==> src/sv/vna_pkg.sv <==
// Shared types, widths and constants of the vector normalize and analyze pipeline.
`default_nettype none
package vna_pkg;

    localparam int NCOMP   = 7;    // component slots on the ports
    localparam int COMP_W  = 16;   // Q3.12 component
    localparam int ABS_W   = 17;   // magnitude of one component
    localparam int SQ_W    = 31;   // one squared component
    localparam int SS_W    = 36;   // sum of squares, padded to an even width
    localparam int ROOT_W  = 18;   // root register, one bit per sqrt cell
    localparam int REM_W   = 20;   // sqrt partial remainder
    localparam int MAG_W   = 17;   // Q5.12 magnitude
    localparam int SUM_W   = 19;   // signed component sum
    localparam int S_W     = 18;   // positive component sum
    localparam int DREM_W  = 31;   // divider partial remainder
    localparam int QUO_W   = 15;   // quotient of one lane
    localparam int DIV_FRAC = 14;  // Q1.14 result
    localparam int X_W     = 68;   // coherence remainder
    localparam int Y_W     = 36;   // DIM * mag^2
    localparam int P_W     = 52;   // c * Y
    localparam int COH_W   = 16;
    localparam int COH_FRAC = 15;
    localparam int AXIS_W  = 3;
    localparam int NORM_W  = 16;
    localparam int SQRT_CELLS = ROOT_W;
    localparam int DIV_CELLS  = QUO_W;
    localparam int S_TDATA_W  = 112;
    localparam int M_TDATA_W  = 152;
    localparam logic [COH_W-1:0] COH_ONE = 16'd32768;

    typedef logic [NCOMP-1:0][DREM_W-1:0] drem_t;
    typedef logic [NCOMP-1:0][QUO_W-1:0]  quo_t;

    // Per-beat data that rides beside the arithmetic cells.
    typedef struct packed {
        logic [NCOMP-1:0][ABS_W-1:0] absv;
        logic [NCOMP-1:0]            neg;
        logic                        sum_pos;
        logic [S_W-1:0]              s;
        logic [AXIS_W-1:0]           axis;
        logic [MAG_W-1:0]            mag;
        logic                        zero;
        logic                        full;
    } side_t;

    // round(16384 / sqrt(dim))
    function automatic logic [NORM_W-1:0] uniform_value(input int dim);
        logic [NORM_W-1:0] u;
        u = 16'd0;
        case (dim)
            1:       u = 16'd16384;
            2:       u = 16'd11585;
            3:       u = 16'd9459;
            4:       u = 16'd8192;
            5:       u = 16'd7327;
            6:       u = 16'd6689;
            7:       u = 16'd6193;
            8:       u = 16'd5793;
            default: u = 16'd0;
        endcase
        return u;
    endfunction

endpackage
`default_nettype wire

==> src/sv/vna_coh_cell.sv <==
// One bit of the coherence root: largest c with c^2 * Y <= X, tracked as X - c^2*Y.
`default_nettype none
module vna_coh_cell #(
    parameter int K = 0
) (
    input  wire logic                        aclk,
    input  wire logic                        en,
    input  wire logic [vna_pkg::X_W-1:0]     r_i,
    input  wire logic [vna_pkg::P_W-1:0]     p_i,
    input  wire logic [vna_pkg::Y_W-1:0]     y_i,
    input  wire logic [vna_pkg::QUO_W-1:0]   c_i,
    output logic      [vna_pkg::X_W-1:0]     r_o,
    output logic      [vna_pkg::P_W-1:0]     p_o,
    output logic      [vna_pkg::Y_W-1:0]     y_o,
    output logic      [vna_pkg::QUO_W-1:0]   c_o
);
    logic [vna_pkg::X_W-1:0]   r_reg, r_next, t;
    logic [vna_pkg::P_W-1:0]   p_reg, p_next;
    logic [vna_pkg::Y_W-1:0]   y_reg;
    logic [vna_pkg::QUO_W-1:0] c_reg, c_next;

    // (c + 2^K)^2 Y - c^2 Y = 2^(K+1) cY + 2^(2K) Y
    always_comb begin
        t = (vna_pkg::X_W'(p_i) << (K + 1)) + (vna_pkg::X_W'(y_i) << (2 * K));
        if (r_i >= t) begin
            r_next = r_i - t;
            p_next = p_i + (vna_pkg::P_W'(y_i) << K);
            c_next = c_i | (vna_pkg::QUO_W'(1) << K);
        end else begin
            r_next = r_i;
            p_next = p_i;
            c_next = c_i;
        end
    end

    always_ff @(posedge aclk) begin
        if (en) begin
            r_reg <= r_next;
            p_reg <= p_next;
            y_reg <= y_i;
            c_reg <= c_next;
        end
    end

    assign r_o = r_reg;
    assign p_o = p_reg;
    assign y_o = y_reg;
    assign c_o = c_reg;
endmodule
`default_nettype wire

==> config.mk <==
export PLATFORM = sky130hd
export DESIGN_NAME = vna_coh_cell
export DESIGN_NICKNAME = d
export VERILOG_FILES = /design/src/sv/vna_pkg.sv /design/src/sv/vna_coh_cell.sv
export SDC_FILE = /design/constraint.sdc
export NUM_CORES = 1
export LEC_CHECK = 0
export BUFFER_PORTS_ARGS = -buffer_cell sky130_fd_sc_hd__clkbuf_2
export CAP_MARGIN = 20
export CORE_UTILIZATION = 50
export DETAILED_ROUTE_END_ITERATION = 16
export PLACE_DENSITY = 0.77
export SLEW_MARGIN = 20
export SYNTH_ARGS = -nofsm -noshare
export SYNTH_HDL_FRONTEND = slang
export SYNTH_SLANG_ARGS = --single-unit
export TNS_END_PERCENT = 5
==> constraint.sdc <==
create_clock -name aclk -period 7 [get_ports aclk]
set_input_delay 0.35 -clock aclk [delete_from_list [all_inputs] [get_ports aclk]]
set_output_delay 0.35 -clock aclk [all_outputs]
set_load 0.01 [all_outputs]
# Yosys cells after proc, flatten, opt, wreduce, memory -nomap -nowiden

Cells that the tools add are included.

Register bits after elaboration: 171
Latch bits: 0
RAM bits: 0
ROM bits: 0
Bits of input ports: 173
Output and inout port bits: 171
Word-level logic and storage cells: 11
Memories kept: 0

Add/subtract/negate cells: 3
Multiply operators: 0
Div/mod/pow operators: 0
Order comparisons: 1
Equal/unequal tests: 0
Shift operators: 0
Muxes and demuxes: 2
Bitwise operators: 0
Reduce and logical (&&, ||, !) cells: 0

Operators by type and width:

| operator                                         | count |
|---|---|
| 68-bit by 54-bit >= comparator with 1-bit output | 1 |
| 68-bit two-way mux                               | 1 |
| 68-bit by 54-bit subtractor with 68-bit output   | 1 |
| 53-bit by 36-bit adder with 54-bit output        | 1 |
| 52-bit by 36-bit adder with 52-bit output        | 1 |
| 52-bit two-way mux                               | 1 |

# Longest topological paths before layout

Gate-level depths: netlist (run 1).

Depth in word-level cells: 3
Depth in mapped cells: 28
Mapped depth without buffers: 24

# Worst setup path after synthesis (run 1)

OpenSTA, ideal clock, no wires.

Path type: in2reg
Start: in p_i[0] (netlist bit)
End: reg r_reg, in the netlist r_o[65], data pin
Library setup time: 258 ps
Arrival time: 5367 ps
Data required time: 6742 ps
Path slack: 1376 ps
Cell stages on the path: 27
Buffers on the path: 3
Path through: ha_1 inv_1 fa_1 nor2b_1 o21ai_0 a21boi_0 a41oi_1 a21oi_1 o21a_1 and2_1 o311a_1 clkbuf_1 nand3_1 xor2_1 ha_1 clkbuf_1 nand4_1 or3_1 nor4_1 a211oi_1 o2bb2ai_1 a31o_1 buf_6 nor3_4 o211ai_1 or4_4 xnor2_2

Longest elaborated chain between the ends: 3
Elaborated cells between the ends (all ways): 4
Those cells by class: add/sub (2); order compare (1); mux (1)

RTL lines:

| what                                                                                                               | line                                   | text |
|---|---|---|
| from (decl)                                                                                                        | vna_coh_cell.sv:9                      | `input wire logic [vna_pkg::P_W-1:0] p_i,` |
| 53-bit by 36-bit adder with 54-bit output (*)                                                                      | vna_coh_cell.sv:24                     | `t = (vna_pkg::X_W'(p_i) << (K + 1)) + (vna_pkg::X_W'(y_i) << (2 * K));` |
| 68-bit by 54-bit subtractor with 68-bit output or 68-bit by 54-bit >= comparator with 1-bit output (tied branches) | vna_coh_cell.sv:26, vna_coh_cell.sv:25 |  |
| 68-bit two-way mux (*)                                                                                             | vna_coh_cell.sv:25                     | `if (r_i >= t) begin` |
| net r_next (one bit)                                                                                               | vna_coh_cell.sv:17                     | `logic [vna_pkg::X_W-1:0] r_reg, r_next, t;` |
| to (signal assigned)                                                                                               | vna_coh_cell.sv:38                     | `r_reg <= r_next;` |
| to (decl)                                                                                                          | vna_coh_cell.sv:17                     |  |

Mark *: on every way through the listed nets, which the timed path passes. The rest lies on a longest branch.
A chain may end at the register's enable or synchronous reset.

# Worst setup path after layout (run 1)

Start: in p_i[8] (netlist bit)
End: reg p_reg, in the netlist p_o[46], data pin

Longest elaborated chain between the ends: 3
Elaborated cells between the ends (all ways): 4
Those cells by class: add/sub (2); order compare (1); mux (1)

RTL lines:

| what                                             | line               | text |
|---|---|---|
| 53-bit by 36-bit adder with 54-bit output        | vna_coh_cell.sv:24 |  |
| 68-bit by 54-bit >= comparator with 1-bit output | vna_coh_cell.sv:25 |  |
| 52-bit two-way mux (*)                           | vna_coh_cell.sv:25 |  |
| net p_next (one bit)                             | vna_coh_cell.sv:18 | `logic [vna_pkg::P_W-1:0] p_reg, p_next;` |
| to (signal assigned)                             | vna_coh_cell.sv:39 | `p_reg <= p_next;` |
| to (decl)                                        | vna_coh_cell.sv:18 |  |

Marks and branches as above.

==> results of run 1 <==
[per-stage QoR]
step	hold WS (ps)	instances	setup slack [ps]	instance area, um^2	utilization
2_1_floorplan	448.9	1564	1376	14150	-
3_5_place_dp	529.4	2225	526.1	16160	0.5817
4_1_cts	68.04	2257	930.4	16730	0.6023
6_report	80.21	2261	872.6	16740	0.6026
3_3_place_gp	526.9	2225	723.3	16160	0.5817
5_1_grt	68.13	2260	502.3	16740	0.6025
[worst max-delay path by stage]
stage / cells after the start / start / to
final: 23 / p_i[8] / p_o[46]
after global routing: 25 / y_i[1] / p_o[38]
after CTS: 22 / p_i[8] / p_o[46]
after detailed placement: 25 / y_i[1] / p_o[46]
after global placement: 23 / p_i[1] / p_o[46]
after floorplan: 27 / p_i[0] / r_o[65]
[cell type report]
| cell class | count | area share |
|---|---|---|
| well taps | 378 | 0.02825 |
| repair buffers | 356 | 0.1102 |
| multi-input cells | 1271 | 0.5092 |
| inverters | 49 | 0.01099 |
| clock inverters | 13 | 0.008221 |
| diodes | 4 | 0.0005979 |
| flip-flops and latches | 171 | 0.3067 |
| clock buffers | 19 | 0.02586 |
[report_power, final]
part	internal [mW]	switching (mW)
Clock	0.502	0.450
Sequential	1.36	0.0595
Combinational	0.610	0.947
[per-layer routing]
layer | global-route usage | vias to the layer above | share of wire
met5 | 0 | - | 0
met4 | 0.1108 | 0 | 0.028
met3 | 0.05302 | 71 | 0.075
met2 | 0.4816 | 560 | 0.47
met1 | 0.3752 | 6186 | 0.43
li1 | - | 6458 | -
[registers in the layout (all words and copies together), names as in the netlist]
signal  flops
y_o        36
c_o        15
p_o        52
r_o        68
[logic make-up (layout without fill, tap and decap cells)]
kind of cell | count (synthesis) | count (layout) | share of synthesized area
AO/OA/AOI/OAI | 502 | 502 | 0.2201
multiplexers | 6 | 6 | 0.004774
adder cells (fa/ha/maj) | 128 | 128 | 0.1148
flip-flops | 171 | 171 | 0.3629
other | 0 | 4 | 0
XOR/XNOR | 155 | 155 | 0.09646
AND/OR/NAND/NOR | 480 | 480 | 0.1657
buffers and inverters | 122 | 437 | 0.03537
[cells in the final DEF (no fill, tap or decap), types with 16 or more instances in the layout]
master,n
clkbuf_2,342
nand2_1,190
edfxtp_1,171
o21ai_0,151
a21oi_1,140
ha_1,125
xor2_1,78
xnor2_1,76
nor2_1,73
a21o_1,63
inv_1,49
nand4_1,45
nand3_1,36
nor3_1,25
o21bai_1,25
and3_1,20
o21a_1,17
clkbuf_16,17
nand2b_1,16
==> results.py, run 1 <==
metrics = {
    "floorplanning": {
        "start_util": 0.5094,
        "core_area_um2": 27780,
        "dieArea_um2": 28980,
        "fp.dieW_um": 170.2,
        "row_count": 61,
        "ioPinCount": 344,
        "die_h_um": 170.2,
    },
    "timing": {
        "hold_viol": 0,
        "relSlewSlack": 0.2258,
        "fin_crit_ps": 6127,
        "fin_crit_sh": 0.8753,
        "setup_tns_ps": 0,
        "rsz0062_at_grt": "no",
        "worst_pin_slew_ps": 1146,
        "fmax_mhz": 163.2,
        "final_max_slew_viol_count": 0,
        "setup_viol": 0,
    },
    "route": {
        "firstDrtPassIters": 6,
        "wl_mm": 42.57,
        "ant_nets": 0,
        "vias_per_cell": 5.871,
        "drtIter0Drc": 1214,
        "drc": 0,
        "via_count": 13280,
        "wire_per_inst_um": 18.83,
    },
    "critical_path": {
        "crit_slowest_cell": "ha_1",
        "crit_required_ps": 7200,
        "critPathTopFamily": "compound AO/OA/AOI/OAI gates",
        "cp_max_fo": 66,
        "crit_chain": "clkbuf_2 -> ha_1 -> a211oi_1 -> nor2_1 -> o31a_1 -> nor3_1 -> o211a_1 -> o31ai_1 -> a221o_1 -> a211o_1 -> nand4_1 -> xor2_1 -> ha_1 -> and4_1 -> nand4_1 -> nor4_1 -> a211oi_1 -> o2bb2ai_1 -> a31o_4 -> buf_12 -> a21oi_2 -> nand4_1 -> xnor2_1",
        "crit_arrival_ps": 6330,
        "slowest_delay_ps": 470,
        "path_class": "input pin to flop",
        "cpMostUsedCell": "nand4_1",
        "worst_setup_path_start_kind": "input pin",
        "crit_path_end_kind": "flop",
        "worst-path-buf-inv": 2,
    },
    "layout": {
        "areaGrowthSynthToFinish_pct": 18.31,
        "multi_input_area_um2": 8524,
        "drive_gt1_frac": 0.2182,
        "regArea_um2": 5135,
        "fillers": 2498,
        "nets": 2167,
    },
    "synthesis": {
        "synth_most_common_cell": "nand2_1",
        "yosys_warnings": 0,
        "syn_avg_cell_area_um2": 9.048,
        "synthTopCellsByArea": "edfxtp_1, ha_1, o21ai_0",
        "yosys_most_used_dff": "edfxtp_1",
        "netlist_top_cells_count": "nand2_1, edfxtp_1, o21ai_0",
        "synth_area_um2": 14150,
        "ys_ff_latch": 171,
        "netlist.area_leader.share": 0.3629,
        "syn_nets": 1865,
        "synth.yosys.seq_area_share": 0.3629,
        "synth-edff-count": 171,
        "syn-instance-count": 1564,
        "ys_types": 69,
        "synth_top_area_cell": "edfxtp_1",
        "postSynth.asyncResetShare": 0,
    },
    "clocking": {
        "hold_buffers": 0,
        "path_clk_slew_ps": 70,
        "htree_levels": 4,
        "cts_root_buffer": "clkbuf_16",
        "cts_sinks": 171,
        "cts_setup_buffers": 0,
        "ctsResizeCount": 0,
        "numCtsBuffers": 17,
        "clk_path_buf_depth": 2,
        "cts_tree": "done",
    },
    "run_status": {
        "outcome": "complete, no violations",
    },
    "power": {
        "power_mw": 3.927,
        "p_per_area_nw_per_um2": 234.6,
        "leakagePower_nw": 7.182,
        "ir_drop_mv": 0.1316,
    },
    "global_routing": {
        "grt_pass1_vias": 12760,
        "grt_pass1_wl_mm": 65.78,
        "grt_overflow_total": 0,
        "grt_antenna_before_repair": 6,
        "grt_use_total": 0.2904,
        "grt_start_max_net_pins": 107,
    },
    "min_path": {
        "hold_start": "c_i[4]",
        "hold_class": "input pin to flop",
        "holdPathStages": 1,
        "whs_endpoint": "c_o[4]",
    },
    "place": {
        "routabilityCongestion": 0.9195,
        "post-dp-hpwl_mm": 33.71,
        "io_buffers": 343,
    },
    "run": {
        "max_cap_viol_count": 0,
    },
}
(Power assumes the default switching activity.)
==> inputs of run 2 (changes only) <==
--- a/config.mk
+++ b/config.mk
@@ -7,9 +7,12 @@
 export LEC_CHECK = 0
 export BUFFER_PORTS_ARGS = -buffer_cell sky130_fd_sc_hd__clkbuf_2
 export CAP_MARGIN = 20
-export CORE_UTILIZATION = 50
+export CELL_PAD_IN_SITES_DETAIL_PLACEMENT = 2
+export CELL_PAD_IN_SITES_GLOBAL_PLACEMENT = 2
+export CORE_UTILIZATION = 33
 export DETAILED_ROUTE_END_ITERATION = 16
-export PLACE_DENSITY = 0.77
+export PLACE_DENSITY_LB_ADDON = 0.3
+export SKIP_CTS_REPAIR_TIMING = 1
 export SLEW_MARGIN = 20
 export SYNTH_ARGS = -nofsm -noshare
 export SYNTH_HDL_FRONTEND = slang
==> results.py, run 2 (synthesis gave the netlist of run 1 again) <==
metrics = {
    "power": {
        "swShare": 0.3863,
        "clkPwrFrac": 0.258,
        "p_sw_mw": 1.589,
        "p_seq_frac": 0.346,
        "pwr-share-comb": 0.395,
        "power_mw": 4.114,
        "leakagePower_nw": 7.253,
        "internal_power_mw": 2.525,
        "p_per_area_nw_per_um2": 240.6,
        "ir_drop_mv": 0.1804,
    },
    "clocking": {
        "cts_root_buffer": "clkbuf_16",
        "clk_path_buf_depth": 2,
        "cts_sinks": 171,
        "htree_levels": 4,
        "numCtsBuffers": 17,
        "path_clk_slew_ps": 80,
        "cts_tree": "done",
    },
    "timing": {
        "fin_crit_sh": 0.8912,
        "setup_viol": 0,
        "hold_viol": 0,
        "worst_pin_slew_ps": 943.7,
        "fin_crit_ps": 6238,
        "setup_tns_ps": 0,
        "rsz0062_at_grt": "no",
        "relSlewSlack": 0.3651,
        "fmax_mhz": 160.3,
        "final_max_slew_viol_count": 0,
    },
    "route": {
        "via_count": 13480,
        "wire_per_inst_um": 22.11,
        "drtIter0Drc": 586,
        "vias_per_cell": 5.541,
        "ant_nets": 0,
        "drc": 0,
        "wl_mm": 53.77,
        "firstDrtPassIters": 5,
    },
    "layout": {
        "largest_register_ffs": 68,
        "fillers": 4697,
        "areaGrowthSynthToFinish_pct": 20.87,
        "drive_gt1_frac": 0.2192,
        "final_common_cell": "clkbuf_2",
        "final_cell_mix": "clkbuf_2, nand2_1, edfxtp_1",
        "final_util": 0.4059,
        "nets": 2177,
        "regArea_um2": 5135,
        "design_area_um2": 17100,
        "final_cells": 2432,
        "multi_input_area_um2": 8532,
    },
    "critical_path": {
        "crit_required_ps": 7260,
        "crit_path_end_kind": "flop",
        "crit_slowest_cell": "o311a_1",
        "slowest_delay_ps": 480,
        "path_class": "input pin to flop",
        "crit_arrival_ps": 6500,
        "cp_max_fo": 30,
        "worst_setup_path_start_kind": "input pin",
    },
    "global_routing": {
        "grt_use_total": 0.2467,
        "grt_pass1_vias": 14610,
        "grt_start_max_net_pins": 71,
        "grt_overflow_total": 0,
        "grt_pass1_wl_mm": 83.24,
        "grt_antenna_before_repair": 7,
    },
    "place": {
        "post-dp-hpwl_mm": 43.12,
        "io_buffers": 343,
        "routabilityCongestion": 0.8910,
        "postPlaceCellArea_um2": 16370,
        "dp_cells": 2387,
    },
    "floorplanning": {
        "row_count": 75,
        "core_area_um2": 42130,
        "dieArea_um2": 43710,
        "fp.dieW_um": 209.1,
        "die_h_um": 209.1,
        "ioPinCount": 344,
        "start_util": 0.3359,
    },
    "run_status": {
        "outcome": "complete, no violations",
    },
    "run": {
        "max_cap_viol_count": 0,
    },
    "min_path": {
        "hold_class": "input pin to flop",
    },
}
==> run 2: critical path, delay by kind of cell <==
family,cells,cell delay [ps]
xor+xnor,2,320
simple gates,7,1470
fa+ha+maj,3,1060
compound gates,10,2810
buf+inv,3,460
==> run 2: area by class of cell <==
type | count | area share
Inverter | 49 | 0.01075
Antenna cell | 4 | 0.0005852
Tap cell | 539 | 0.03943
Timing Repair Buffer | 366 | 0.1136
Multi-Input combinational cell | 1271 | 0.4988
Clock inverter | 15 | 0.01170
Sequential cell | 171 | 0.3002
Clock buffer | 17 | 0.02487
==> run 2: metrics by stage <==
step | hold slack, ps | setup slack, ps
after floorplan | 448.9 | 1376
after global placement | 527.9 | 581.8
after detailed placement | 529.3 | 286.0
after CTS | -21.20 | 761.9
after global routing | 1.699 | 408.4
final | 12.48 | 761.7
==> run 2: layer usage <==
metal	wire length (um)	share of wire	global-route usage	vias up
li1	-	-	-	6453
met1	23970	0.45	0.3033	6676
met2	26450	0.49	0.4251	258
met3	1591	0.030	0.03562	83
met4	1714	0.032	0.1136	6
met5	41	0.00076	0	-
==> run 2: power by group through the flow <==
stage               sequential (mW)  combinational [mW]  clock, mW
finish                         1.43                1.63       1.06
global route                   1.44                1.79       1.11
CTS                            1.43                1.63       1.10
detailed placement             1.45                1.61          0
global placement               1.45                1.56          0
floorplan                      1.52               0.914          0
==> run 2: worst paths after layout <==
check / from / endpoint / slack [ps] / cells past startpoint
worst max-delay path: y_i[1] / p_o[46] / 760 / 25
worst min-delay path: c_i[3] / c_o[3] / 10 / 1
==> inputs of run 3 (changes only) <==
--- a/config.mk
+++ b/config.mk
@@ -12,6 +12,7 @@
 export CORE_UTILIZATION = 33
 export DETAILED_ROUTE_END_ITERATION = 16
 export PLACE_DENSITY_LB_ADDON = 0.3
+export RECOVER_POWER = 100
 export SKIP_CTS_REPAIR_TIMING = 1
 export SLEW_MARGIN = 20
 export SYNTH_ARGS = -nofsm -noshare
==> results.py, run 3 (synthesis gave the netlist of run 1 again) <==
metrics = {
    "power": {
        "power_mw": 4.072,
        "ir_drop_mv": 0.1812,
        "leakagePower_nw": 6.607,
        "p_per_area_nw_per_um2": 242.2,
    },
    "place": {
        "routabilityCongestion": 0.8910,
        "post-dp-hpwl_mm": 43.12,
        "io_buffers": 343,
        "place_ws_ps": 286.0,
    },
    "layout": {
        "nets": 2177,
        "drive_gt1_frac": 0.1059,
        "largest_register_ffs": 68,
        "final_util": 0.3990,
        "areaGrowthSynthToFinish_pct": 18.80,
        "final_cell_mix": "clkbuf_1, nand2_1, edfxtp_1",
        "final_common_cell": "clkbuf_1",
    },
    "route": {
        "drc": 0,
        "vias_per_cell": 5.546,
        "wl_mm": 54.00,
        "firstDrtPassIters": 5,
        "ant_nets": 0,
        "via_count": 13490,
        "wire_per_inst_um": 22.20,
        "drtIter0Drc": 676,
    },
    "global_routing": {
        "grt_start_max_net_pins": 71,
        "grt_use_total": 0.2467,
        "grt_overflow_total": 0,
        "grt_antenna_before_repair": 7,
        "grt_pass1_vias": 14610,
        "grt_pass1_wl_mm": 83.24,
    },
    "critical_path": {
        "cp_max_fo": 33,
        "crit_slowest_cell": "clkbuf_2",
        "crit_required_ps": 7220,
        "critPathTopFamily": "compound AO/OA/AOI/OAI gates",
        "crit_chain": "clkbuf_1 -> ha_1 -> inv_1 -> fa_1 -> nor2b_1 -> o21ai_0 -> a21boi_0 -> a41oi_1 -> a21oi_1 -> o21a_1 -> and2_0 -> o311a_1 -> nand4_1 -> ha_1 -> a21o_1 -> nor4_1 -> o2111ai_1 -> a211oi_1 -> o2bb2ai_1 -> a31o_4 -> clkbuf_2 -> nor3_1 -> a21oi_1 -> o311ai_0",
        "crit_arrival_ps": 6690,
        "path_class": "input pin to flop",
        "worst_setup_path_start_kind": "input pin",
        "worst-path-buf-inv": 3,
        "slowest_delay_ps": 520,
        "crit_path_end_kind": "flop",
    },
    "clocking": {
        "path_clk_slew_ps": 80,
        "numCtsBuffers": 17,
        "clk_path_buf_depth": 2,
        "cts_root_buffer": "clkbuf_16",
        "cts_tree": "done",
        "cts_sinks": 171,
        "htree_levels": 4,
    },
    "floorplanning": {
        "fp.dieW_um": 209.1,
        "core_area_um2": 42130,
        "ioPinCount": 344,
        "start_util": 0.3359,
        "row_count": 75,
        "dieArea_um2": 43710,
        "die_h_um": 209.1,
    },
    "min_path": {
        "holdPathStages": 1,
        "hold_class": "input pin to flop",
        "whs_endpoint": "c_o[3]",
        "hold_start": "c_i[3]",
    },
    "run_status": {
        "outcome": "complete, but fails checks",
        "violations": "capacitance limit, slew limit",
    },
    "timing": {
        "rsz0062_at_grt": "no",
        "final_max_slew_viol_count": 176,
        "fin_crit_sh": 0.9247,
        "fin_crit_ps": 6473,
        "setup_tns_ps": 0,
        "worst_pin_slew_ps": 3943,
        "fmax_mhz": 154.5,
        "relSlewSlack": -1.628,
        "timing.final.ws_setup_ps": 527.0,
        "setup_viol": 0,
        "hold_viol": 0,
    },
    "run": {
        "max_cap_viol_count": 3,
    },
}
[run 3: cell types whose count changed in the layout (fill, tap and decap cells not counted), sizes merged]
cell | before | now
clkbuf | 359 | 365
buf | 15 | 9
[run 3: worst max-delay path by stage]
stage	cells after the start	to	from
global route	24	r_o[51]	y_i[1]
detailed placement	25	p_o[46]	y_i[1]
finish	24	r_o[51]	y_i[1]
floorplan	27	r_o[65]	p_i[0]
CTS	25	p_o[46]	y_i[1]
global placement	25	p_o[46]	p_i[1]
[run 3: layout make-up]
type	instances	area, um^2
clock inverters	15	200.2
repair buffers	366	1659
multi-input cells	1271	8523
inverters	49	183.9
well taps	539	674.4
clock buffers	17	425.4
diodes	4	10.01
flip-flops and latches	171	5135
fillers	4805	25320
[run 3: layer usage]
layer  share of wire  track usage  vias up
met5         0.00076            0        -
met4           0.031       0.1136        6
met3           0.032      0.03562       81
met2            0.49       0.4251      267
met1            0.44       0.3033     6684
li1                -            -     6451
[run 3: per-stage QoR]
stage	hold slack [ps]	area [um^2]	cells
after global placement	527.9	16370	2387
after detailed placement	529.3	16370	2387
final	10.13	16810	2432
after global routing	1.699	16810	2432
after CTS	-21.20	17000	2419
after floorplan	448.9	14150	1564
[run 3: power by group]
part,switching [mW],internal (mW)
combinational,1.01,0.575
clock,0.514,0.546
sequential,0.0660,1.36
